**src/hw/rtl/mbe_pkg.sv**
```systemverilog
// Shared types, constants and sequencer states of the escape-time pixel engine.
package mbe_pkg;

    // Fixed-point format of every coordinate: signed, FRAC_BITS fraction bits.
    localparam int FRAC_BITS = 28;
    // Width of one z component; live values stay below 6.0 in magnitude.
    localparam int Z_W = FRAC_BITS + 4;
    // Width of a product of two z components.
    localparam int P_W = 2 * Z_W;
    // Width of a start point before its range check (offset plus 9 x 31 bit product).
    localparam int C_W = 42;

    localparam int RC_W = 9;
    localparam int VAL_W = 8;
    localparam int CFG_W = 32;
    localparam int STEP_W = 31;
    localparam int IDX_W = 2;

    // Configuration register indexes.
    localparam logic [IDX_W-1:0] REG_X_ORIGIN = 2'd0;
    localparam logic [IDX_W-1:0] REG_Y_TOP = 2'd1;
    localparam logic [IDX_W-1:0] REG_STEP = 2'd2;

    // Register values after reset.
    localparam logic signed [CFG_W-1:0] X_ORIGIN_RST = 32'shE000_0000;
    localparam logic signed [CFG_W-1:0] Y_TOP_RST = 32'sh1800_0000;
    localparam logic [STEP_W-1:0] STEP_RST = 31'h0018_0000;

    // Escape value of a bounded point, and the running minimum after a frame start.
    localparam logic [VAL_W-1:0] BOUNDED_VAL = 8'hFF;
    localparam logic [VAL_W-1:0] MIN_RST = 8'hFF;

    // Escape threshold |z|^2 > 4.0, and the per-axis bound |c| > 2.0.
    localparam logic [P_W-1:0] ESC_LIMIT = P_W'(1) << (2 * FRAC_BITS + 2);
    localparam logic signed [C_W-1:0] C_LIM = C_W'(1) << (FRAC_BITS + 1);

    typedef struct packed {
        logic [RC_W-1:0] row;
        logic [RC_W-1:0] col;
        logic            frame_start;
    } pixel_t;

    typedef struct packed {
        logic [VAL_W-1:0] escape_value;
        logic [VAL_W-1:0] frame_min;
    } result_t;

    typedef struct packed {
        logic [IDX_W-1:0] reg_index;
        logic [CFG_W-1:0] wdata;
    } cfg_t;

    typedef enum logic [3:0] {
        S_IDLE,
        S_C_RE,
        S_C_IM,
        S_RANGE,
        S_SQ_R,
        S_SQ_I,
        S_CROSS,
        S_UPDATE,
        S_FINISH
    } state_t;

endpackage

```
**src/hw/rtl/mbe_chan_if.sv**
```systemverilog
// Valid/ready channel that carries one word of a given payload type.
interface mbe_chan_if #(
    parameter type data_t = logic
) ();

    logic  valid;
    logic  ready;
    data_t data;

    modport source (output valid, output data, input ready);
    modport sink (input valid, input data, output ready);

endinterface

```
**src/hw/rtl/mbe_mul.sv**
```systemverilog
// Shared signed multiplier with a registered product.
module mbe_mul (
    input  logic                        clk,
    input  logic signed [mbe_pkg::Z_W-1:0] a,
    input  logic signed [mbe_pkg::Z_W-1:0] b,
    output logic signed [mbe_pkg::P_W-1:0] p
);
    import mbe_pkg::*;

    logic signed [P_W-1:0] p_reg;

    // One full-width product per cycle, available the cycle after.
    always_ff @(posedge clk)
    begin
        p_reg <= a * b;
    end

    assign p = p_reg;

endmodule

```
**src/hw/rtl/mandelbrot_escape_time.sv**
```systemverilog
// Escape-time pixel engine: one shared multiplier run by a small sequencer.
//
//  Channel  Dir  Payload                              Word accepted when
//  -------  ---  -----------------------------------  -------------------------
//  cfg      in   reg_index, wdata                     cfg.valid & cfg.ready
//  pixel    in   row, col, frame_start                pixel.valid & pixel.ready
//  result   out  escape_value, frame_min              result.valid & result.ready
//
// Each pixel runs the setup steps S_C_RE, S_C_IM and S_RANGE: two products for c
// and the range check. A start point with a component beyond 2.0 goes from there
// straight to S_FINISH. Every other start point enters the loop, where the single
// multiplier gives three products per iteration (S_SQ_R, S_SQ_I, S_CROSS) and
// S_UPDATE forms the new z; a start point outside radius two escapes at its first
// check, and a bounded point runs MAX_ITER iterations. Reset is asynchronous and
// active low; it restores the register defaults and sets the running minimum to
// 255. A finished result waits in the output register; the engine takes the next
// pixel while it waits and stalls only when a second result is ready first.
module mandelbrot_escape_time #(
    parameter int MAX_ITER = 100
) (
    input  logic       clk,
    input  logic       rst_n,
    mbe_chan_if.sink   cfg,
    mbe_chan_if.sink   pixel,
    mbe_chan_if.source result
);
    import mbe_pkg::*;

    localparam int IW = $clog2(MAX_ITER + 1);

    state_t state_reg, state_next;

    // Configuration registers.
    logic signed [CFG_W-1:0] x_origin_reg;
    logic signed [CFG_W-1:0] y_top_reg;
    logic [STEP_W-1:0]       step_reg;

    // Pixel and iteration state.
    logic [RC_W-1:0]         row_reg, row_next;
    logic [RC_W-1:0]         col_reg, col_next;
    logic                    fs_reg, fs_next;
    logic [IW-1:0]           iter_reg, iter_next;
    logic signed [C_W-1:0]   cr_wide_reg, cr_wide_next;
    logic signed [Z_W-1:0]   cr_reg, cr_next;
    logic signed [Z_W-1:0]   ci_reg, ci_next;
    logic signed [Z_W-1:0]   zr_reg, zr_next;
    logic signed [Z_W-1:0]   zi_reg, zi_next;
    logic signed [P_W-1:0]   acc_reg, acc_next;
    logic [VAL_W-1:0]        val_reg, val_next;

    // Running minimum and output register.
    logic [VAL_W-1:0]        min_reg, min_next;
    logic                    out_valid_reg, out_valid_next;
    result_t                 out_reg, out_next;

    // Multiplier port.
    logic signed [Z_W-1:0]   mul_a;
    logic signed [Z_W-1:0]   mul_b;
    logic signed [P_W-1:0]   prod;

    // Datapath helpers.
    logic signed [C_W-1:0]   ci_wide;
    logic [P_W-1:0]          sq_sum;
    logic [IW-1:0]           esc_n;
    logic [9:0]              five_n;
    logic [VAL_W-1:0]        esc_val;
    logic [VAL_W-1:0]        min_base;
    logic                    out_free;

    mbe_mul u_mul (
        .clk (clk),
        .a   (mul_a),
        .b   (mul_b),
        .p   (prod)
    );

    assign cfg.ready = 1'b1;
    assign pixel.ready = (state_reg == S_IDLE);
    assign result.valid = out_valid_reg;
    assign result.data = out_reg;

    // Imaginary part of c from the offset and the row product.
    assign ci_wide = C_W'(y_top_reg) - $signed(prod[C_W-1:0]);

    // Squared radius of the current z from its two squares.
    assign sq_sum = $unsigned(acc_reg) + $unsigned(prod);

    // Escape value floor(5n/2); iteration zero stands for the start point.
    assign esc_n = (iter_reg == '0) ? IW'(1) : iter_reg;
    assign five_n = (10'(esc_n) << 2) + 10'(esc_n);
    assign esc_val = five_n[VAL_W:1];

    assign min_base = fs_reg ? MIN_RST : min_reg;
    assign out_free = !out_valid_reg || result.ready;

    // Multiplier operand selection by sequencer step.
    always_comb
    begin
        unique case (state_reg)
            S_C_RE:
            begin
                mul_a = Z_W'(col_reg);
                mul_b = Z_W'(step_reg);
            end
            S_C_IM:
            begin
                mul_a = Z_W'(row_reg);
                mul_b = Z_W'(step_reg);
            end
            S_SQ_R:
            begin
                mul_a = zr_reg;
                mul_b = zr_reg;
            end
            S_SQ_I:
            begin
                mul_a = zi_reg;
                mul_b = zi_reg;
            end
            default:
            begin
                mul_a = zr_reg;
                mul_b = zi_reg;
            end
        endcase
    end

    // Next state and datapath updates.
    always_comb
    begin
        state_next = state_reg;
        row_next = row_reg;
        col_next = col_reg;
        fs_next = fs_reg;
        iter_next = iter_reg;
        cr_wide_next = cr_wide_reg;
        cr_next = cr_reg;
        ci_next = ci_reg;
        zr_next = zr_reg;
        zi_next = zi_reg;
        acc_next = acc_reg;
        val_next = val_reg;
        min_next = min_reg;
        out_next = out_reg;
        out_valid_next = out_valid_reg && !result.ready;

        unique case (state_reg)
            S_IDLE:
            begin
                if (pixel.valid)
                begin
                    row_next = pixel.data.row;
                    col_next = pixel.data.col;
                    fs_next = pixel.data.frame_start;
                    iter_next = '0;
                    state_next = S_C_RE;
                end
            end
            S_C_RE:
            begin
                state_next = S_C_IM;
            end
            S_C_IM:
            begin
                // Real part of c from the offset and the column product.
                cr_wide_next = C_W'(x_origin_reg) + $signed(prod[C_W-1:0]);
                state_next = S_RANGE;
            end
            S_RANGE:
            begin
                // A component beyond 2.0 already puts |c|^2 above 4.0.
                if (cr_wide_reg > C_LIM || cr_wide_reg < -C_LIM ||
                    ci_wide > C_LIM || ci_wide < -C_LIM)
                begin
                    val_next = esc_val;
                    state_next = S_FINISH;
                end
                else
                begin
                    cr_next = cr_wide_reg[Z_W-1:0];
                    ci_next = ci_wide[Z_W-1:0];
                    zr_next = cr_wide_reg[Z_W-1:0];
                    zi_next = ci_wide[Z_W-1:0];
                    state_next = S_SQ_R;
                end
            end
            S_SQ_R:
            begin
                state_next = S_SQ_I;
            end
            S_SQ_I:
            begin
                acc_next = prod;
                state_next = S_CROSS;
            end
            S_CROSS:
            begin
                // acc holds zr^2 and the product zi^2.
                if (sq_sum > ESC_LIMIT)
                begin
                    val_next = esc_val;
                    state_next = S_FINISH;
                end
                else if (iter_reg == IW'(MAX_ITER))
                begin
                    val_next = BOUNDED_VAL;
                    state_next = S_FINISH;
                end
                else
                begin
                    acc_next = acc_reg - prod;
                    state_next = S_UPDATE;
                end
            end
            S_UPDATE:
            begin
                // Floor by FRAC_BITS; the cross term is doubled by one bit less.
                zr_next = acc_reg[FRAC_BITS +: Z_W] + cr_reg;
                zi_next = prod[FRAC_BITS-1 +: Z_W] + ci_reg;
                iter_next = iter_reg + IW'(1);
                state_next = S_SQ_R;
            end
            S_FINISH:
            begin
                if (out_free)
                begin
                    min_next = (val_reg < min_base) ? val_reg : min_base;
                    out_next.escape_value = val_reg;
                    out_next.frame_min = (val_reg < min_base) ? val_reg : min_base;
                    out_valid_next = 1'b1;
                    state_next = S_IDLE;
                end
            end
            default:
            begin
                state_next = S_IDLE;
            end
        endcase
    end

    // Sequencer state and control registers.
    always_ff @(posedge clk or negedge rst_n)
    begin
        if (!rst_n)
        begin
            state_reg <= S_IDLE;
            iter_reg <= '0;
            min_reg <= MIN_RST;
            out_valid_reg <= 1'b0;
        end
        else
        begin
            state_reg <= state_next;
            iter_reg <= iter_next;
            min_reg <= min_next;
            out_valid_reg <= out_valid_next;
        end
    end

    // Configuration writes; unknown indexes are ignored.
    always_ff @(posedge clk or negedge rst_n)
    begin
        if (!rst_n)
        begin
            x_origin_reg <= X_ORIGIN_RST;
            y_top_reg <= Y_TOP_RST;
            step_reg <= STEP_RST;
        end
        else if (cfg.valid)
        begin
            unique case (cfg.data.reg_index)
                REG_X_ORIGIN: x_origin_reg <= cfg.data.wdata;
                REG_Y_TOP:    y_top_reg <= cfg.data.wdata;
                REG_STEP:     step_reg <= cfg.data.wdata[STEP_W-1:0];
                default:      ;
            endcase
        end
    end

    // Payload registers.
    always_ff @(posedge clk)
    begin
        row_reg <= row_next;
        col_reg <= col_next;
        fs_reg <= fs_next;
        cr_wide_reg <= cr_wide_next;
        cr_reg <= cr_next;
        ci_reg <= ci_next;
        zr_reg <= zr_next;
        zi_reg <= zi_next;
        acc_reg <= acc_next;
        val_reg <= val_next;
        out_reg <= out_next;
    end

    // The minimum reported with a word never exceeds its own escape value.
    a_min_le_val: assert property (@(posedge clk) disable iff (!rst_n)
        result.valid |-> (result.data.frame_min <= result.data.escape_value))
        else $error("frame_min above escape_value");

    // The iteration count never runs past the limit.
    a_iter_bound: assert property (@(posedge clk) disable iff (!rst_n)
        iter_reg <= IW'(MAX_ITER))
        else $error("iteration count beyond MAX_ITER");

    // An accepted pixel starts the c computation in the next cycle.
    a_accept_start: assert property (@(posedge clk) disable iff (!rst_n)
        (pixel.valid && pixel.ready) |=> (state_reg == S_C_RE))
        else $error("accepted pixel did not start");

    // A result is loaded only when the output register is free.
    a_no_overwrite: assert property (@(posedge clk) disable iff (!rst_n)
        (state_reg == S_FINISH && out_valid_reg && !result.ready) |=>
        (state_reg == S_FINISH))
        else $error("result overwrote a waiting word");

endmodule

```
**src/flat_wrapper.sv**
```systemverilog
// flat-port wrapper written by rule: the top's interface ports become plain ports
module mandelbrot_escape_time_flat import mbe_pkg::*;
#(
    parameter int MAX_ITER = 100
)
  (clk, rst_n, cfg_valid, cfg_data, cfg_ready, pixel_valid, pixel_data, pixel_ready, result_valid, result_data, result_ready);
  mbe_chan_if #(.data_t(cfg_t)) cfg_i ();
  mbe_chan_if #(.data_t(pixel_t)) pixel_i ();
  mbe_chan_if #(.data_t(result_t)) result_i ();
  input  logic clk;
  input  logic rst_n;
  input wire logic [$bits(cfg_i.valid)-1:0] cfg_valid;
  input wire logic [$bits(cfg_i.data)-1:0] cfg_data;
  output wire logic [$bits(cfg_i.ready)-1:0] cfg_ready;
  input wire logic [$bits(pixel_i.valid)-1:0] pixel_valid;
  input wire logic [$bits(pixel_i.data)-1:0] pixel_data;
  output wire logic [$bits(pixel_i.ready)-1:0] pixel_ready;
  output wire logic [$bits(result_i.valid)-1:0] result_valid;
  output wire logic [$bits(result_i.data)-1:0] result_data;
  input wire logic [$bits(result_i.ready)-1:0] result_ready;
  assign cfg_i.valid = cfg_valid;
  assign cfg_i.data = cfg_data;
  assign cfg_ready = cfg_i.ready;
  assign pixel_i.valid = pixel_valid;
  assign pixel_i.data = pixel_data;
  assign pixel_ready = pixel_i.ready;
  assign result_valid = result_i.valid;
  assign result_data = result_i.data;
  assign result_i.ready = result_ready;
  mandelbrot_escape_time #(.MAX_ITER(MAX_ITER)) u_core (.clk(clk), .rst_n(rst_n), .cfg(cfg_i), .pixel(pixel_i), .result(result_i));
endmodule
```
**config.mk**
```make
export PLATFORM = sky130hd
export DESIGN_NAME = mandelbrot_escape_time_flat
export DESIGN_NICKNAME = d
export VERILOG_FILES = /design/src/hw/rtl/mbe_pkg.sv /design/src/hw/rtl/mbe_chan_if.sv /design/src/hw/rtl/mbe_mul.sv /design/src/hw/rtl/mandelbrot_escape_time.sv /design/src/flat_wrapper.sv
export SDC_FILE = /design/constraint.sdc
export NUM_CORES = 2
export LEC_CHECK = 0
export BUFFER_PORTS_ARGS = -buffer_cell sky130_fd_sc_hd__clkbuf_2
export CAP_MARGIN = 20
export CORE_MARGIN = 8
export CORE_UTILIZATION = 34
export CTS_BUF_LIST = sky130_fd_sc_hd__clkbuf_2
export CTS_CLUSTER_DIAMETER = 120
export CTS_CLUSTER_SIZE = 14
export DETAILED_ROUTE_END_ITERATION = 16
export GPL_TIMING_DRIVEN = 0
export HOLD_SLACK_MARGIN = 0.05
export PLACE_DENSITY = 0.58
export SLEW_MARGIN = 10
export SYNTH_ARGS = -nofsm -noshare
export SYNTH_HDL_FRONTEND = slang
export SYNTH_SLANG_ARGS = --single-unit
export TNS_END_PERCENT = 100
```
**constraint.sdc**
```tcl
create_clock -name clk -period 17.15 [get_ports clk]
set_clock_uncertainty 0.05 [all_clocks]
set_input_delay 3.43 -clock clk [delete_from_list [all_inputs] [get_ports clk]]
set_output_delay 3.43 -clock clk [all_outputs]
set_load 0.01 [all_outputs]
```
Word-level counts from Yosys, hierarchy flattened

Index checks and enable logic that the tools add are counted.

Add/sub/neg operators: 8
$mul: 1
$lt $le $gt $ge: 6
Equal/unequal tests: 18
Multiplexer cells: 26
Bitwise logic cells: 1
Reductions and logical operators: 26

Operator list:

| cell                                                            | number |
|---|---|
| case mux 32 bit (2 select lines)                                | 3 |
| 2-to-1 mux 64 bit                                               | 2 |
| case mux 64 bit (2 select lines)                                | 1 |
| case mux 32 bit (3 select lines)                                | 1 |
| greater-than comparator 42 x 31 -> 1 bit, second input constant | 2 |
| less-than comparator 42 x 30 -> 1 bit, second input constant    | 2 |
| adder 32 bit                                                    | 2 |
| adder 64 bit                                                    | 1 |
| greater-than comparator 64 x 59 -> 1 bit, second input constant | 1 |
| multiplier 32 x 32 -> 64 bit                                    | 1 |
| 2-to-1 mux 32 bit                                               | 2 |
| subtractor 64 bit                                               | 1 |
| adder 32 x 42 -> 42 bit                                         | 1 |
| subtractor 32 x 42 -> 42 bit                                    | 1 |
| 2-to-1 mux 8 bit                                                | 5 |
| case mux 4 bit (9 select lines)                                 | 1 |
| 2-to-1 mux 4 bit                                                | 5 |
| AND reduction 2 bit                                             | 9 |
| == test 4 x 3 -> 1 bit, second input constant                   | 4 |
| case mux 8 bit (2 select lines)                                 | 1 |
| 2-to-1 mux 7 bit                                                | 2 |
| case mux 7 bit (2 select lines)                                 | 1 |
| adder 9 x 7 -> 9 bit                                            | 1 |
| == test 4 x 2 -> 1 bit, second input constant                   | 2 |
| 21 further kinds                                                | 34 |

Register bits after elaboration: 456
Bits of input ports: 58
Output and inout bits: 19
Word-level logic and storage cells: 106

Logic depth before layout (Yosys ltp)

Word-level depth: 6
Depth in mapped cells: 42
Depth with buffers taken out: 37

Cells and area by module

From an unflattened synthesis, not the netlist that was laid out.

Cell total of the unflattened synthesis: 7407
Area, all modules: 68565.8 µm²

By module, submodules not included:

| module                 | times used | cells an instance | area an instance (µm²) | sequential area each (µm²) |
|---|---|---|---|---|
| mbe_mul                | 1          | 3903              | 37269.5                | 1281.2 |
| mandelbrot_escape_time | 1          | 3504              | 31296.3                | 11214.5 |

Least setup slack after synthesis

No wires, ideal clock.

Kind: register to register
From: reg u_core.state_reg[2]
To: reg u_core.u_mul.p_reg[62], in the netlist u_core.u_mul.p[62]
Library setup time: 72 ps
Arrival: 10442 ps
Data required time: 17028 ps
Slack: 6585 ps
Stages on the path, launching flop included: 38
Path buffers: 4
Period minus slack after synthesis: 10565 ps
Cells stage by stage: dfrtp_1 > clkbuf_1 > nor3_1 > clkbuf_1 > a22oi_1 > nand2_1 > o21ai_0 > a21oi_1 > clkbuf_1 > nand2_1 > fa_1 > inv_1 > fa_1 > inv_1 > fa_1 > inv_1 > fa_1 > fa_1 > [... 2 more ...] > inv_1 > fa_1 > inv_1 > ha_1 > and3_1 > clkbuf_1 > and3_1 > a221oi_1 > nand3_1 > a211o_1 > a31o_2 > a2111o_1 > a41o_1 > a221o_1 > a21oi_1 > o21ai_0 > a21oi_1 > xnor2_1

Word-level cells in the longest chain between the ends: 4
Elaborated cells on any way between the ends: 8
Those cells by class: mul: 1; eq/ne: 4; mux: 2; reduce/logical: 1

RTL lines:

| item                                                                    | RTL line                      | source |
|---|---|---|
| from (decl)                                                             | mandelbrot_escape_time.sv:31  | `state_t state_reg, state_next;` |
| from (signal assigned)                                                  | mandelbrot_escape_time.sv:253 | `state_reg <= state_next;` |
| == test 4 x 1 -> 1 bit / == test 4 x 2 -> 1 bit (equally long branches) | mandelbrot_escape_time.sv:99  | `unique case (state_reg)` |
| OR reduction 2 bit (no line)                                            | -                             |  |
| case mux 32 bit (2 select lines)                                        | mandelbrot_escape_time.sv:99  |  |
| multiplier 32 x 32 -> 64 bit (*)                                        | mbe_mul.sv:15                 | `p_reg <= a * b;` |
| to (signal assigned)                                                    | mbe_mul.sv:15                 |  |
| to (decl)                                                               | mbe_mul.sv:10                 | `logic signed [P_W-1:0] p_reg;` |

Mark *: on every way between the ends. The rest lies on a longest branch, timed or not.
A chain may end at the register's enable or synchronous reset.

Worst setup path after layout

From: reg u_core.state_reg[0]
To: reg u_core.u_mul.p_reg[57], in the netlist u_core.u_mul.p[57]

Same word-level chain as after synthesis.

==> metrics.md <==
| Metric | Value |
|---|---|
| Largest net degree at the start of global routing | roughly 100 |
| Startpoint Class | register |
| # setup viols final | 0 |
| Area Overhead vs Synth | 7.04% |
| Share of post-route cells with drive strength above 1 | 5.89% |
| Placement row count | 163 |
| Drt drc | 0 |
| Hold WC Path Type | reg -> reg |
| Clock tree buffer depth | 3 |
| Starting Density | 34.3% |
| Post-CTS Setup Bufs | 0 |
| Clock sinks | approximately 460 |
| Routed length per placed instance | 27.3 um |
| Routed WL | 279 mm |
| Crit path capture | u_core.u_mul.p[57] |
| Synth area leaders | fa_1, edfxtp_1, ha_1 |
| Post-synth ARST share | between 20% and 30% |
| Hold-fix buffers, CTS | 0 |
| GR Util All Layers | 25.7% |
| Clock slew at reported path FFs | between 0.2 and 0.3 ns |
| Core footprint | 197000 um^2 |
| Filler instances | between 20000 and 25000 |
| TritonCTS clock tree | yes |
| Setup crit end kind | register |
| Synth Warn # | 0 |
| Slowest stage delay, CP | 0.96 ns |
| Dominant synthesized flop cell | edfxtp_1 |
| Initial drt markers | 5595 |
| Syn nets | 8977 |
| Post-synth EDFFs | roughly 280 |
| Crit path max-delay cell type | a2111oi_1 |
| Max cap viols | 0 |
| Most common cell in the netlist | inv_1 |
| Nets | 9134 |
| Post-synth top area share | 32.2% |
| Global route overflow | 0 |
| Setup TNS Final | 0 ns |
| Die width | 462 um |
| Seq cells post-synth | roughly 460 |
| Clock Latency Late Sink | 1.25 ns |
| Highest achievable clock rate | 67.7 MHz |
| Post-CTS Resized | 0 |
| Max-slew violation count | 0 |
| Final Hold Violating Endpoints | 0 |
| CTS Buf Count | 39 |
| Required time worst endpoint | 18.09 ns |
| Avg Vias per Cell | 5.54 |
| Max FO, Critical Path | 10 |
| CP Launch Point | u_core.state_reg[0] |
| Vias in the first global route | 57600 |
| Reg2reg setup slack | 2.39 ns |
| WS Path Type | reg -> reg |
| Mapped cell area | just under 70000 um^2 |
| Worst Reg-to-Reg Cells | 37 |
| Die Y | 462 um |
| CP Data Arrival Time | 15.70 ns |
| Run status | finished clean |
| Reg-to-reg critical path startpoint | u_core.state_reg[0] |
| Most used cell, CP | fa_1 |
| Worst Max-Slew Pin Slew | between 1 and 1.5 ns |
| ANT nets after route | 0 |
| Post-synth top cells | inv_1, fa_1, nand2_1 |
| Drt first pass iters | 6 |
| Yosys cell types | 122 |
| Area leader, netlist | fa_1 |
| Root buffer cell | clkbuf_2 |
| Final worst setup slack | roughly 2.4 ns |
| Pre-CTS setup slack | 2.77 ns |
| IO Port Bufs | 75 |
| I/O pin count | 77 |
| RSZ-0062 raised after global routing | no |
| Via count | 56600 |
| H-Tree Depth | 2 |
| Initial antenna violation count | 24 |
| Post-layout min period | 14.76 ns |
| Detail Placement HPWL | between 200 and 250 mm |
| Final Cycle Share | 86.1% |
| Slew HR | 11.3% |
| Syn Inst Count | 7364 |
| Reg-to-Reg End | u_core.u_mul.p[57] |
| First-pass GRT wire length | 401 mm |
| RD Place Congestion | 1.05 |
| Seq/Total Area, Yosys | between 10% and 20% |
| Syn_area_per_cell | 9.18 um^2 |
| Total Die Area | 213000 um^2 |
[placed cells by master (no fill, tap or decap), types with 18 or more instances in the layout]
master    instances
nor2_1          759
nand4_1          38
dfxtp_1          64
o31ai_1          46
nand3_1          69
a21oi_1         338
a221o_1          30
nor2b_1          43
fa_1           1088
clkbuf_2        140
a31oi_1          36
dfrtp_1         100
or2_2            18
or3_1            26
nor4_1           54
nand2_1         874
a221oi_1         21
xnor2_1         193
and3_1           39
inv_1          1148
and2_1           57
o21a_1           65
nand2b_1         54
a21o_1          135
o21bai_1         50
mux2_2           98
ha_1            466
a211oi_1         29
nor3_1           81
o21ai_0         271
xor2_1           77
o211ai_1         31
edfxtp_1        277
clkbuf_1        285
[critical path: cells and delay by family (launching register included)]
family,cells,cell delay [ns]
flip-flops,1,0.44
XOR/XNOR,1,0.24
buffers and inverters,10,3.95
AND/OR/NAND/NOR,6,1.97
adder cells (fa/ha/maj),9,4.34
AO/OA/AOI/OAI,11,3.51
[worst min path at each step]
stage	from	endpoint	slack [ns]	cells past startpoint
after floorplan	u_core.val_reg[0]	u_core.result.data[8]	0.39	0
after global placement	u_core.min_reg[4]	u_core.min_reg[4]	0.41	2
after detailed placement	u_core.min_reg[1]	u_core.min_reg[1]	0.41	2
after CTS	u_core.cr_wide_reg[27]	u_core.cr_reg[27]	0.41	0
after global routing	u_core.cr_wide_reg[27]	u_core.cr_reg[27]	0.41	0
final	u_core.cr_wide_reg[24]	u_core.cr_reg[24]	0.43	0
[metal layers]
layer  global-route usage (%)  part of all wire [%]  vias to the layer above  wire (um)
met2                     40.4                    44                     2820     124000
met4                     15.4                   7.4                        8      20800
li1                         -                     -                    24300          -
met1                     32.6                    39                    28700     110000
met3                     5.27                   8.8                      740      24600
met5                        0                 0.018                        -         50
[through the flow]
step / utilization, % / cells / hold slack (ns) / cell area (um^2)
floorplan: - / 7364 / 0.394 / 67600
global placement: 36.1 / 10100 / 0.406 / 71300
detailed placement: 36.4 / 10100 / 0.407 / 71900
CTS: 36.6 / 10200 / 0.414 / 72300
global route: 36.7 / 10200 / 0.411 / 72400
finish: 36.7 / 10200 / 0.427 / 72400
[cells by family (layout without fill, tap and decap cells)]
| group | after synthesis | in the layout | share of synthesized area [%] |
|---|---|---|---|
| AOI/OAI and AO/OA | 1292 | 1292 | 12.7 |
| xor gates and xnor gates | 271 | 271 | 3.52 |
| adders and majority gates | 1555 | 1555 | 40.9 |
| buffers and inverters | 1489 | 1676 | 8.43 |
| DFF | 456 | 456 | 18.5 |
| muxes | 106 | 106 | 1.75 |
| other | 1 | 15 | 0.00554 |
| and+or+nand+nor | 2194 | 2194 | 14.3 |
[final cells by class]
cell class	count	area [um^2]	area share, %
Buffer	328	1350	1.86
Clock buffer	65	325	0.449
Timing Repair Buffer	116	871	1.20
Inverter	1161	4360	6.02
Tap cell	2640	3300	4.56
Clock inverter	6	53.8	0.0743
Sequential cell	456	12500	17.3
Antenna cell	14	35.0	0.0484
Multi-Input combinational cell	5419	49600	68.5
Power is not shown: default switching activity piles up to over one toggle a cycle in this logic, so the estimate is an artifact.
